File: config.mk
export PLATFORM = sky130hd
export DESIGN_NAME = rect_gradient_line_colour
export DESIGN_NICKNAME = d
export VERILOG_FILES = /design/src/design/rgl_pkg.sv /design/src/design/rect_gradient_line_colour.sv /design/src/design/rgl_geom.sv /design/src/design/rgl_mul.sv /design/src/design/rgl_div_step.sv
export SDC_FILE = /design/constraint.sdc
export NUM_CORES = 2
export LEC_CHECK = 0
export BUFFER_PORTS_ARGS = -buffer_cell sky130_fd_sc_hd__buf_2
export CELL_PAD_IN_SITES_DETAIL_PLACEMENT = 1
export CELL_PAD_IN_SITES_GLOBAL_PLACEMENT = 1
export CORE_ASPECT_RATIO = 1.75
export CORE_UTILIZATION = 45
export CTS_CLUSTER_DIAMETER = 120
export CTS_CLUSTER_SIZE = 30
export DETAILED_ROUTE_END_ITERATION = 12
export HOLD_SLACK_MARGIN = 0.08
export PLACE_DENSITY = 0.71
export SLEW_MARGIN = 20
export SYNTH_ARGS = -nofsm -noshare
export SYNTH_HDL_FRONTEND = slang
export SYNTH_SLANG_ARGS = --single-unit
File: constraint.sdc
create_clock -name clock -period 17.5 [get_ports clock]
set_input_delay 2.625 -clock clock [delete_from_list [all_inputs] [get_ports clock]]
set_output_delay 2.625 -clock clock [all_outputs]
set_load 0.05 [all_outputs]
File: src/design/rgl_pkg.sv
// Shared types and constants for the rectangle gradient line colour block.
// No dependencies; imported by every module of the block.
package rgl_pkg;

   // Red, green and blue lanes run side by side through the pipeline
   localparam int NUM_LANES = 3;

   // Per-item line flags carried alongside the colour data
   typedef struct packed {
      logic valid_res;
      logic columns;
      logic last_line;
      logic span_zero;
   } line_flags_type;

   localparam int FLAGS_W = $bits(line_flags_type);

endpackage

File: src/design/rect_gradient_line_colour.sv
// Gradient line colour: one transfer per cycle while rsp_stall is low, through two geometry
// stages, one multiply stage, one divider stage per quotient bit and a registered output
// stage; under rsp_stall each full stage holds while empty stages upstream still fill.
// Synchronous active-high reset empties every stage; datapath registers are not reset.
// Depends on rgl_pkg, rgl_geom, rgl_mul and rgl_div_step.
module rect_gradient_line_colour import rgl_pkg::*; #(
   parameter int COORD_BITS   = 16,
   parameter int CHANNEL_BITS = 8
) (
   input  logic                           clock,
   input  logic                           reset,
   input  logic                           req_valid,
   output logic                           req_stall,
   input  logic signed [COORD_BITS-1:0]   req_left,
   input  logic signed [COORD_BITS-1:0]   req_top_edge,
   input  logic signed [COORD_BITS-1:0]   req_right,
   input  logic signed [COORD_BITS-1:0]   req_bottom_edge,
   input  logic [CHANNEL_BITS-1:0]        req_start_red,
   input  logic [CHANNEL_BITS-1:0]        req_start_green,
   input  logic [CHANNEL_BITS-1:0]        req_start_blue,
   input  logic [CHANNEL_BITS-1:0]        req_end_red,
   input  logic [CHANNEL_BITS-1:0]        req_end_green,
   input  logic [CHANNEL_BITS-1:0]        req_end_blue,
   input  logic [COORD_BITS-1:0]          req_step,
   output logic                           rsp_valid,
   input  logic                           rsp_stall,
   output logic                           rsp_valid_res,
   output logic                           rsp_columns,
   output logic signed [COORD_BITS-1:0]   rsp_line_position,
   output logic                           rsp_last_line,
   output logic [CHANNEL_BITS-1:0]        rsp_out_red,
   output logic [CHANNEL_BITS-1:0]        rsp_out_green,
   output logic [CHANNEL_BITS-1:0]        rsp_out_blue
);

   localparam int C      = COORD_BITS;
   localparam int K      = CHANNEL_BITS;
   localparam int SIDE_W = C + NUM_LANES + NUM_LANES * K + FLAGS_W;
   localparam int DEPTH  = K + 4;
   localparam int CNT_W  = $clog2(DEPTH + 1);

   // geometry to multiply
   logic                            geom_ready, geom_valid, mul_ready;
   line_flags_type                  geom_flags;
   logic [C-1:0]                    geom_span, geom_step, geom_position;
   logic [NUM_LANES-1:0][K-1:0]     geom_mag, geom_start;
   logic [NUM_LANES-1:0]            geom_neg;
   logic [NUM_LANES-1:0][K-1:0]     req_start_col, req_end_col;

   // divider chain, index 0 is the multiply stage output
   logic                            chain_valid [K+1];
   logic                            chain_ready [K+1];
   logic [NUM_LANES-1:0][C-1:0]     rem_c  [K+1];
   logic [NUM_LANES-1:0][K-1:0]     low_c  [K+1];
   logic [C-1:0]                    span_c [K+1];
   logic [SIDE_W-1:0]               side_c [K+1];

   // output stage
   logic                            out_v_ff;
   logic                            out_ready;
   line_flags_type                  fin_flags;
   logic [NUM_LANES-1:0][K-1:0]     fin_start;
   logic [NUM_LANES-1:0]            fin_neg;
   logic [C-1:0]                    fin_position;
   logic [NUM_LANES-1:0][K-1:0]     colour_in, colour_ff;
   line_flags_type                  flags_ff;
   logic [C-1:0]                    position_ff;

   logic [CNT_W-1:0]                flight_ff, flight_in;

   assign req_start_col = {req_start_blue, req_start_green, req_start_red};
   assign req_end_col   = {req_end_blue, req_end_green, req_end_red};
   assign req_stall     = !geom_ready;

   rgl_geom #(
      .COORD_BITS   (C),
      .CHANNEL_BITS (K)
   ) u_geom (
      .clock        (clock),
      .reset        (reset),
      .in_valid     (req_valid),
      .in_ready     (geom_ready),
      .left         (req_left),
      .top_edge     (req_top_edge),
      .right        (req_right),
      .bottom_edge  (req_bottom_edge),
      .start_col    (req_start_col),
      .end_col      (req_end_col),
      .step         (req_step),
      .out_valid    (geom_valid),
      .out_ready    (mul_ready),
      .out_flags    (geom_flags),
      .out_span     (geom_span),
      .out_step     (geom_step),
      .out_position (geom_position),
      .out_mag      (geom_mag),
      .out_neg      (geom_neg),
      .out_start    (geom_start)
   );

   rgl_mul #(
      .COORD_BITS   (C),
      .CHANNEL_BITS (K),
      .SIDE_W       (SIDE_W)
   ) u_mul (
      .clock        (clock),
      .reset        (reset),
      .in_valid     (geom_valid),
      .in_ready     (mul_ready),
      .in_flags     (geom_flags),
      .in_span      (geom_span),
      .in_step      (geom_step),
      .in_position  (geom_position),
      .in_mag       (geom_mag),
      .in_neg       (geom_neg),
      .in_start     (geom_start),
      .out_valid    (chain_valid[0]),
      .out_ready    (chain_ready[0]),
      .out_rem      (rem_c[0]),
      .out_low      (low_c[0]),
      .out_span     (span_c[0]),
      .out_side     (side_c[0])
   );

   // one stage per quotient bit, most significant first
   for (genvar j = 0; j < K; j++) begin : g_div
      rgl_div_step #(
         .COORD_BITS   (C),
         .CHANNEL_BITS (K),
         .SIDE_W       (SIDE_W)
      ) u_div_step (
         .clock     (clock),
         .reset     (reset),
         .in_valid  (chain_valid[j]),
         .in_ready  (chain_ready[j]),
         .in_rem    (rem_c[j]),
         .in_low    (low_c[j]),
         .in_span   (span_c[j]),
         .in_side   (side_c[j]),
         .out_valid (chain_valid[j+1]),
         .out_ready (chain_ready[j+1]),
         .out_rem   (rem_c[j+1]),
         .out_low   (low_c[j+1]),
         .out_span  (span_c[j+1]),
         .out_side  (side_c[j+1])
      );
   end

   // final stage: apply the quotient to the start colour, zero failed results
   assign out_ready      = !out_v_ff || !rsp_stall;
   assign chain_ready[K] = out_ready;

   always_comb begin
      fin_flags    = line_flags_type'(side_c[K][FLAGS_W-1:0]);
      fin_start    = side_c[K][FLAGS_W +: NUM_LANES*K];
      fin_neg      = side_c[K][FLAGS_W + NUM_LANES*K +: NUM_LANES];
      fin_position = side_c[K][FLAGS_W + NUM_LANES*K + NUM_LANES +: C];
      for (int l = 0; l < NUM_LANES; l++) begin
         if (!fin_flags.valid_res) begin
            colour_in[l] = '0;
         end else if (fin_flags.span_zero) begin
            colour_in[l] = fin_start[l];
         end else if (fin_neg[l]) begin
            colour_in[l] = fin_start[l] - low_c[K][l];
         end else begin
            colour_in[l] = fin_start[l] + low_c[K][l];
         end
      end
   end

   always_ff @(posedge clock) begin
      if (reset) begin
         out_v_ff <= 1'b0;
      end else if (out_ready) begin
         out_v_ff <= chain_valid[K];
      end
   end

   always_ff @(posedge clock) begin
      if (out_ready && chain_valid[K]) begin
         colour_ff <= colour_in;
         if (fin_flags.valid_res) begin
            flags_ff    <= fin_flags;
            position_ff <= fin_position;
         end else begin
            flags_ff    <= '0;
            position_ff <= '0;
         end
      end
   end

   assign rsp_valid         = out_v_ff;
   assign rsp_valid_res     = flags_ff.valid_res;
   assign rsp_columns       = flags_ff.columns;
   assign rsp_last_line     = flags_ff.last_line;
   assign rsp_line_position = position_ff;
   assign rsp_out_red       = colour_ff[0];
   assign rsp_out_green     = colour_ff[1];
   assign rsp_out_blue      = colour_ff[2];

   // items in flight, for checking only
   always_comb begin
      flight_in = flight_ff;
      if (req_valid && !req_stall) flight_in = flight_in + CNT_W'(1);
      if (rsp_valid && !rsp_stall) flight_in = flight_in - CNT_W'(1);
   end

   always_ff @(posedge clock) begin
      if (reset) begin
         flight_ff <= '0;
      end else begin
         flight_ff <= flight_in;
      end
   end

   // never more items held than the pipeline has stages
   a_flight_bound: assert property (@(posedge clock) disable iff (reset)
      flight_ff <= CNT_W'(DEPTH))
      else $error("more items in flight than pipeline stages");

   // the input side only stalls when the output is full and stalled
   a_stall_source: assert property (@(posedge clock) disable iff (reset)
      req_stall |-> (rsp_valid && rsp_stall))
      else $error("input stalled while output free");

   // a failed result carries no position or colour
   a_invalid_zero: assert property (@(posedge clock) disable iff (reset)
      (rsp_valid && !rsp_valid_res) |->
         (rsp_line_position == '0 && rsp_out_red == '0 && rsp_out_green == '0
          && rsp_out_blue == '0 && !rsp_columns && !rsp_last_line))
      else $error("failed result with non-zero fields");

   // for a drawn line the final remainders stay below a non-zero span
   a_rem_below_span: assert property (@(posedge clock) disable iff (reset)
      (chain_valid[K] && fin_flags.valid_res && span_c[K] != '0) |->
         (rem_c[K][0] < span_c[K] && rem_c[K][1] < span_c[K] && rem_c[K][2] < span_c[K]))
      else $error("divider remainder not below span");

endmodule

File: src/design/rgl_geom.sv
// Front end of the gradient pipeline: two register stages of rectangle geometry.
// Depends on rgl_pkg for the line flag struct and lane count.
module rgl_geom import rgl_pkg::*; #(
   parameter int COORD_BITS   = 16,
   parameter int CHANNEL_BITS = 8
) (
   input  logic                                     clock,
   input  logic                                     reset,
   input  logic                                     in_valid,
   output logic                                     in_ready,
   input  logic [COORD_BITS-1:0]                    left,
   input  logic [COORD_BITS-1:0]                    top_edge,
   input  logic [COORD_BITS-1:0]                    right,
   input  logic [COORD_BITS-1:0]                    bottom_edge,
   input  logic [NUM_LANES-1:0][CHANNEL_BITS-1:0]   start_col,
   input  logic [NUM_LANES-1:0][CHANNEL_BITS-1:0]   end_col,
   input  logic [COORD_BITS-1:0]                    step,
   output logic                                     out_valid,
   input  logic                                     out_ready,
   output line_flags_type                           out_flags,
   output logic [COORD_BITS-1:0]                    out_span,
   output logic [COORD_BITS-1:0]                    out_step,
   output logic [COORD_BITS-1:0]                    out_position,
   output logic [NUM_LANES-1:0][CHANNEL_BITS-1:0]   out_mag,
   output logic [NUM_LANES-1:0]                     out_neg,
   output logic [NUM_LANES-1:0][CHANNEL_BITS-1:0]   out_start
);

   localparam int C = COORD_BITS;
   localparam int K = CHANNEL_BITS;

   // stage 1 registers
   logic                            v1_ff;
   logic [C:0]                      dx_ff, dy_ff;
   logic [C:0]                      dx_in, dy_in;
   logic [C-1:0]                    x1_ff, y1_ff, step1_ff;
   logic [NUM_LANES-1:0][K-1:0]     mag1_ff, mag1_in, start1_ff;
   logic [NUM_LANES-1:0]            neg1_ff, neg1_in;

   // stage 2 registers
   logic                            v2_ff;
   line_flags_type                  flags_ff, flags_in;
   logic [C-1:0]                    span_ff, span_in;
   logic [C-1:0]                    step2_ff;
   logic [C-1:0]                    position_ff, position_in;
   logic [NUM_LANES-1:0][K-1:0]     mag2_ff, start2_ff;
   logic [NUM_LANES-1:0]            neg2_ff;

   logic                            ready1, ready2;
   logic                            inverted;
   logic [C:0]                      width_w, half_h;
   logic                            cols;

   // stall chain
   assign ready2   = !v2_ff || out_ready;
   assign ready1   = !v1_ff || ready2;
   assign in_ready = ready1;

   // stage 1: signed extents and colour differences
   always_comb begin
      dx_in = {right[C-1], right} - {left[C-1], left};
      dy_in = {bottom_edge[C-1], bottom_edge} - {top_edge[C-1], top_edge};
      for (int l = 0; l < NUM_LANES; l++) begin
         neg1_in[l] = end_col[l] < start_col[l];
         mag1_in[l] = neg1_in[l] ? start_col[l] - end_col[l] : end_col[l] - start_col[l];
      end
   end

   always_ff @(posedge clock) begin
      if (reset) begin
         v1_ff <= 1'b0;
      end else if (ready1) begin
         v1_ff <= in_valid;
      end
   end

   always_ff @(posedge clock) begin
      if (ready1 && in_valid) begin
         dx_ff     <= dx_in;
         dy_ff     <= dy_in;
         x1_ff     <= left;
         y1_ff     <= top_edge;
         step1_ff  <= step;
         mag1_ff   <= mag1_in;
         neg1_ff   <= neg1_in;
         start1_ff <= start_col;
      end
   end

   // stage 2: line direction, span, position and flags
   always_comb begin
      inverted = dx_ff[C] || dy_ff[C];
      width_w  = {1'b0, dx_ff[C-1:0]} + (C+1)'(1);
      half_h   = ({1'b0, dy_ff[C-1:0]} + (C+1)'(1)) >> 1;
      cols     = !(width_w > half_h);
      span_in     = cols ? dx_ff[C-1:0] : dy_ff[C-1:0];
      position_in = (cols ? x1_ff : y1_ff) + step1_ff;
      flags_in.valid_res = !inverted && (step1_ff <= span_in);
      flags_in.columns   = cols;
      flags_in.last_line = step1_ff == span_in;
      flags_in.span_zero = span_in == '0;
   end

   always_ff @(posedge clock) begin
      if (reset) begin
         v2_ff <= 1'b0;
      end else if (ready2) begin
         v2_ff <= v1_ff;
      end
   end

   always_ff @(posedge clock) begin
      if (ready2 && v1_ff) begin
         flags_ff    <= flags_in;
         span_ff     <= span_in;
         step2_ff    <= step1_ff;
         position_ff <= position_in;
         mag2_ff     <= mag1_ff;
         neg2_ff     <= neg1_ff;
         start2_ff   <= start1_ff;
      end
   end

   assign out_valid    = v2_ff;
   assign out_flags    = flags_ff;
   assign out_span     = span_ff;
   assign out_step     = step2_ff;
   assign out_position = position_ff;
   assign out_mag      = mag2_ff;
   assign out_neg      = neg2_ff;
   assign out_start    = start2_ff;

endmodule

File: src/design/rgl_mul.sv
// Product stage: colour difference magnitude times step, per lane.
// Depends on rgl_pkg; feeds the first divider stage with remainder and low bits.
module rgl_mul import rgl_pkg::*; #(
   parameter int COORD_BITS   = 16,
   parameter int CHANNEL_BITS = 8,
   parameter int SIDE_W       = 16 + 3 + 24 + 4
) (
   input  logic                                     clock,
   input  logic                                     reset,
   input  logic                                     in_valid,
   output logic                                     in_ready,
   input  line_flags_type                           in_flags,
   input  logic [COORD_BITS-1:0]                    in_span,
   input  logic [COORD_BITS-1:0]                    in_step,
   input  logic [COORD_BITS-1:0]                    in_position,
   input  logic [NUM_LANES-1:0][CHANNEL_BITS-1:0]   in_mag,
   input  logic [NUM_LANES-1:0]                     in_neg,
   input  logic [NUM_LANES-1:0][CHANNEL_BITS-1:0]   in_start,
   output logic                                     out_valid,
   input  logic                                     out_ready,
   output logic [NUM_LANES-1:0][COORD_BITS-1:0]     out_rem,
   output logic [NUM_LANES-1:0][CHANNEL_BITS-1:0]   out_low,
   output logic [COORD_BITS-1:0]                    out_span,
   output logic [SIDE_W-1:0]                        out_side
);

   localparam int C = COORD_BITS;
   localparam int K = CHANNEL_BITS;
   localparam int P = C + K;

   logic                            v_ff;
   logic [NUM_LANES-1:0][P-1:0]     prod_in;
   logic [NUM_LANES-1:0][C-1:0]     rem_ff;
   logic [NUM_LANES-1:0][K-1:0]     low_ff;
   logic [C-1:0]                    span_ff;
   logic [SIDE_W-1:0]               side_ff, side_in;
   logic                            ready;

   assign ready    = !v_ff || out_ready;
   assign in_ready = ready;

   // products; the upper bits start the divider remainder, below the span
   always_comb begin
      for (int l = 0; l < NUM_LANES; l++) begin
         prod_in[l] = P'(in_mag[l]) * P'(in_step);
      end
      side_in = {in_position, in_neg, in_start, in_flags};
   end

   always_ff @(posedge clock) begin
      if (reset) begin
         v_ff <= 1'b0;
      end else if (ready) begin
         v_ff <= in_valid;
      end
   end

   always_ff @(posedge clock) begin
      if (ready && in_valid) begin
         for (int l = 0; l < NUM_LANES; l++) begin
            rem_ff[l] <= prod_in[l][P-1:K];
            low_ff[l] <= prod_in[l][K-1:0];
         end
         span_ff <= in_span;
         side_ff <= side_in;
      end
   end

   assign out_valid = v_ff;
   assign out_rem   = rem_ff;
   assign out_low   = low_ff;
   assign out_span  = span_ff;
   assign out_side  = side_ff;

endmodule

File: src/design/rgl_div_step.sv
// One restoring division stage: one quotient bit per lane, registered.
// Depends on rgl_pkg for the lane count; chained by the top level.
module rgl_div_step import rgl_pkg::*; #(
   parameter int COORD_BITS   = 16,
   parameter int CHANNEL_BITS = 8,
   parameter int SIDE_W       = 16 + 3 + 24 + 4
) (
   input  logic                                     clock,
   input  logic                                     reset,
   input  logic                                     in_valid,
   output logic                                     in_ready,
   input  logic [NUM_LANES-1:0][COORD_BITS-1:0]     in_rem,
   input  logic [NUM_LANES-1:0][CHANNEL_BITS-1:0]   in_low,
   input  logic [COORD_BITS-1:0]                    in_span,
   input  logic [SIDE_W-1:0]                        in_side,
   output logic                                     out_valid,
   input  logic                                     out_ready,
   output logic [NUM_LANES-1:0][COORD_BITS-1:0]     out_rem,
   output logic [NUM_LANES-1:0][CHANNEL_BITS-1:0]   out_low,
   output logic [COORD_BITS-1:0]                    out_span,
   output logic [SIDE_W-1:0]                        out_side
);

   localparam int C = COORD_BITS;
   localparam int K = CHANNEL_BITS;

   logic                            v_ff;
   logic [NUM_LANES-1:0][C-1:0]     rem_ff, rem_in;
   logic [NUM_LANES-1:0][K-1:0]     low_ff, low_in;
   logic [C-1:0]                    span_ff;
   logic [SIDE_W-1:0]               side_ff;
   logic [NUM_LANES-1:0][C:0]       trial;
   logic [NUM_LANES-1:0]            fits;
   logic                            ready;

   assign ready    = !v_ff || out_ready;
   assign in_ready = ready;

   // shift in the next dividend bit, subtract span if it fits;
   // quotient bits fill the low word from the bottom
   always_comb begin
      for (int l = 0; l < NUM_LANES; l++) begin
         trial[l]  = {in_rem[l], in_low[l][K-1]};
         fits[l]   = trial[l] >= {1'b0, in_span};
         rem_in[l] = fits[l] ? C'(trial[l] - {1'b0, in_span}) : trial[l][C-1:0];
         low_in[l] = {in_low[l][K-2:0], fits[l]};
      end
   end

   always_ff @(posedge clock) begin
      if (reset) begin
         v_ff <= 1'b0;
      end else if (ready) begin
         v_ff <= in_valid;
      end
   end

   always_ff @(posedge clock) begin
      if (ready && in_valid) begin
         rem_ff  <= rem_in;
         low_ff  <= low_in;
         span_ff <= in_span;
         side_ff <= in_side;
      end
   end

   assign out_valid = v_ff;
   assign out_rem   = rem_ff;
   assign out_low   = low_ff;
   assign out_span  = span_ff;
   assign out_side  = side_ff;

endmodule
==> summary by stage <==
Cells and area
Relative to the synthesized area, the layout overhead comes to 6.83%. Fill cells in the final layout number ~19000. The net count of the finished layout is roughly 7900. The fraction of final layout cells with drive strength greater than 1 is under 10%. The utilization of the core after routing is about half.

STA
For this run, the top clock speed supported by timing is between 0.1 and 0.15 GHz. After routing, the total negative slack on setup checks comes to 0 ns. The worst path meets setup with between 10 and 15 ns of slack. The count of pins over their slew limit came to 0. The number of endpoints with negative hold slack in the final report came to 0. The transition time at the pin with the least slew margin is roughly 1.0 ns.

The post-layout minimum cycle time is between 7 and 8 ns. The headroom to the max-slew limit is 30.2%. The post-route clock skew is 0.0381 ns.

Of the available clock period, the critical path in the final layout requires between 40 and 50%. The total setup violations reported at the end of the flow is 0. Setup repair after global routing left no endpoint under its margin.

Clocking
Clock tree synthesis selected as its root buffer the cell clkbuf_16. TritonCTS built the clock tree. After clock tree synthesis, the flow added hold-fix buffers numbering 0. The count of H-tree levels built during CTS is 2.

The clock slew seen by the registers of the worst setup and hold paths is 0.12 ns. The post-CTS setup buffer count is 0. The clock reaches the later pin of the worst-skew pair after 0.74 ns. The buffer levels on the longest clock path is 3.

Gates resized during post-CTS repair numbered 0. Clock tree synthesis inserted a total of 54 buffers. For this design, the sink count on the clock tree is ~1400.

Route
Wires add up to ~220000 microns. For this block, the initial DRC count from the detailed router was about 1900. The length of the first detailed-routing pass in iterations is 7. Dividing the detail-routed via count by the number of cells gives roughly 5.4. The number of DRC violations after detailed routing is 0.

The per-cell routed wire length is approximately 23 microns. Across all layers, the routed design uses 50603 vias. The number of antenna-violating nets in the routed design is 0.

Power and ir drop
The net switching fraction of the power is 27.1%. The internal portion of total power is between 5 and 6 mW. The worst voltage drop across the vdd grid is approximately 0.091 mV. Summing internal, switching and leakage power gives approximately 7 mW. Dividing total power by cell area gives a power density of 81.5 nW/um^2. In this run, the combinational gates consume 21.0% of the power.

The clock network fraction of design power is 22.6%. Sequential cells burn between 50% and 60% of the power. For this design the static power due to leakage is ~35 nW. The power spent charging and discharging nets is a little under 2 mW.

Synth
The number of distinct library cells after synthesis is 84. For this run, the number of Yosys warnings is 0. The count of flip-flops with a built-in enable after synthesis is 1430.

The gate count after technology mapping is ~6700. Counting every net in the synthesized netlist gives 7753. For this run, the leading register cell type out of synthesis is edfxtp_1.

The netlist area before placement is between 80000 and 90000 sq um. In this run, synthesis produced a sequential element count of roughly 1400. After synthesis, the share of flip-flops with an asynchronous set or reset is 0%. The sequential element share of the synthesized area is 52.6%. Dividing the synthesized area by the synthesized cell count gives roughly 12 sq um.

Worst setup path
For the worst setup path, the data arrival time is approximately 4.8 ns. In this run the worst path has a maximum fanout of 6. The endpoint kind of the worst setup timing path is a primary output. The critical path start-end classification is in2out. The critical path buffer and inverter count is 3. The required arrival time at the worst endpoint is 14.88 ns. In this design, the largest share of critical-path delay is due to simple AND/OR/NAND/NOR gates. The cell type of the slowest stage on the worst timing path is and2_1. The critical path goes through buf_2 -> nand2_1 -> nor2_1 -> and2_1 -> and4_1 -> and2_1 -> nand3_1 -> inv_1 -> buf_2.

The startpoint class of the critical path is a primary input. On the worst path, the slowest cell contributes a delay of about 0.4 ns.

GRT
Summed over all layers, the global routing overflow is 0. The number of global-route vias before repair is 56365. The first global-routing pass estimated between 300000 and 400000 microns of wire. Entering global routing, the biggest net connects slightly below 80 pins. The number of antenna violations at the first check in global routing came to 9. The overall global routing resource usage is about a quarter.

Floorplan
The vertical die dimension is roughly 570 microns. The full die area is around 180000 sq um. The core box area is approximately 180000 sq um.

The standard-cell row count is ~210. During I/O placement, the number of pins put on the boundary was about 180. The die width is 325 microns. The initial cell density of the core is ~45%.

Worst hold path
The class of the worst hold path is reg2reg.

Placed design
At the end of routability-driven placement, the weighted congestion stood at between 0.9 and 1. The detailed placer's ending HPWL is between 150000 and 200000 microns. The number of I/O port buffers is 176. The worst setup slack before clock tree synthesis is between 10 and 15 ns.

Run
Across the run, the number of max-cap violations was 0.

Run status
The flow ran to the end, and the final reports show no timing, DRC or antenna violations.
## sequential cells by signal (all words and copies together), names as in the netlist, 17 cells and up
| signal | flops |
|---|---|
| g_div.u_div_step.out_low | 192 |
| u_mul.out_side | 47 |
| g_div.u_div_step.out_side | 376 |
| u_geom.dy_ff | 17 |
| u_mul.out_low | 24 |
| u_geom.mag1_ff | 24 |
| u_geom.out_mag | 24 |
| g_div.u_div_step.out_rem | 336 |
| g_div.u_div_step.out_span | 112 |
| u_geom.dx_ff | 17 |
| u_geom.out_start | 24 |
| u_mul.out_rem | 48 |
| u_geom.start1_ff | 24 |
## placed cells by master (no fill, tap or decap), types with 81 or more instances in the layout
master | Yosys | layout
a21o_1 | 81 | 81
a21oi_1 | 361 | 359
and2_1 | 228 | 226
buf_2 | 14 | 176
edfxtp_1 | 1430 | 1430
fa_1 | 285 | 285
ha_1 | 666 | 666
inv_1 | 676 | 676
mux2_2 | 219 | 219
nand2_1 | 456 | 456
nand4_1 | 98 | 98
nor2_1 | 480 | 479
nor2b_1 | 95 | 89
o21a_1 | 114 | 114
o21ai_0 | 234 | 234
xnor2_1 | 287 | 287
## cell usage after synthesis, types with 11 or more instances
| master | instances | area share (%) |
|---|---|---|
| a2111oi_0 | 17 | 0.18 |
| xnor2_1 | 287 | 3.1 |
| a31oi_1 | 27 | 0.21 |
| xor2_1 | 77 | 0.82 |
| o21ai_0 | 234 | 1.4 |
| o21ai_2 | 20 | 0.21 |
| or3_1 | 24 | 0.18 |
| o21a_1 | 114 | 1.0 |
| fa_1 | 285 | 6.9 |
| a221oi_1 | 18 | 0.19 |
| nand2_1 | 456 | 2.1 |
| o21ai_1 | 15 | 0.091 |
| mux2_2 | 219 | 3.0 |
| inv_1 | 676 | 3.1 |
| nor2b_1 | 95 | 0.72 |
| nor2_1 | 480 | 2.2 |
| clkbuf_1 | 78 | 0.36 |
| and3_1 | 18 | 0.14 |
| o21bai_1 | 35 | 0.32 |
| a211oi_1 | 29 | 0.27 |
| mux2i_1 | 58 | 0.71 |
| edfxtp_1 | 1430 | 52 |
| a21o_1 | 81 | 0.74 |
| nor4_1 | 38 | 0.29 |
| ha_1 | 666 | 10 |
| buf_2 | 14 | 0.085 |
| o311ai_1 | 12 | 0.13 |
| nor4b_1 | 14 | 0.15 |
| and2_1 | 228 | 1.7 |
| or2_2 | 11 | 0.084 |
| nor3_1 | 80 | 0.49 |
| nand2b_1 | 62 | 0.47 |
| a21oi_1 | 361 | 2.2 |
| nand4_1 | 98 | 0.75 |
| o211ai_1 | 30 | 0.27 |
| o31a_1 | 22 | 0.23 |
| nand3_1 | 60 | 0.37 |
| a21boi_0 | 31 | 0.28 |
| a211o_1 | 32 | 0.34 |
| buf_4 | 11 | 0.10 |
| dfxtp_1 | 12 | 0.29 |
## metrics by stage
stage / instance area [sq um] / cells / hold WS [ns]
2_1_floorplan: 82100 / 6670 / 0.400
3_5_place_dp: 86100 / 9201 / 0.405
3_3_place_gp: 86100 / 9201 / 0.401
5_1_grt: 87700 / 9291 / 0.418
4_1_cts: 87700 / 9289 / 0.413
6_report: 87800 / 9294 / 0.414
## logic make-up after synthesis
group | count (synthesis) | share of synthesized area [%]
compound gates | 1165 | 9.17
xor+xnor | 364 | 3.88
fa+ha+maj | 951 | 17.1
buf+inv | 786 | 3.68
flops | 1442 | 52.6
mux | 282 | 3.80
simple gates | 1680 | 9.80
## routing by layer
metal | GRT usage [%] | up-vias | share of wire (%)
met4 | 18.7 | 4 | 9.2
met2 | 48.0 | 773 | 57
met5 | 0 | - | 0.012
met3 | 1.61 | 489 | 1.7
li1 | - | 24169 | -
met1 | 20.3 | 25168 | 32
## worst paths after layout
| path | cells past startpoint | to | slack [ns] | startpoint |
|---|---|---|---|---|
| worst min-delay path | 0 | g_div[1].u_div_step.out_low[21] | 0.41 | g_div[0].u_div_step.out_low[20] |
| worst min register to register | 0 | g_div[1].u_div_step.out_low[21] | 0.41 | g_div[0].u_div_step.out_low[20] |
| worst max register to register | 25 | u_geom.out_position[14] | 11.13 | u_geom.dy_ff[0] |
| worst max-delay path | 9 | req_stall | 10.12 | rsp_stall |
## power by group through the flow
stage          Combinational (mW)  Clock [mW]  Sequential, mW
2_1_floorplan                1.14           0            4.06
3_3_place_gp                 1.45           0            4.11
3_5_place_dp                 1.51           0            4.12
4_1_cts                      1.52        1.68            4.04
5_1_grt                      1.69        1.75            4.04
6_report                     1.50        1.62            4.04
## layout make-up
type / instances / area (sq um) / share of cell area, %
Clock inverter: 6 / 121 / 0.138
Clock buffer: 82 / 1480 / 1.68
Multi-Input combinational cell: 4442 / 36100 / 41.1
Inverter: 677 / 2540 / 2.90
Antenna cell: 5 / 12.5 / 0.0143
Tap cell: 2403 / 3010 / 3.43
Timing Repair Buffer: 237 / 1340 / 1.53
Sequential cell: 1442 / 43200 / 49.2
Note: power is estimated with default switching activity, not from simulation.
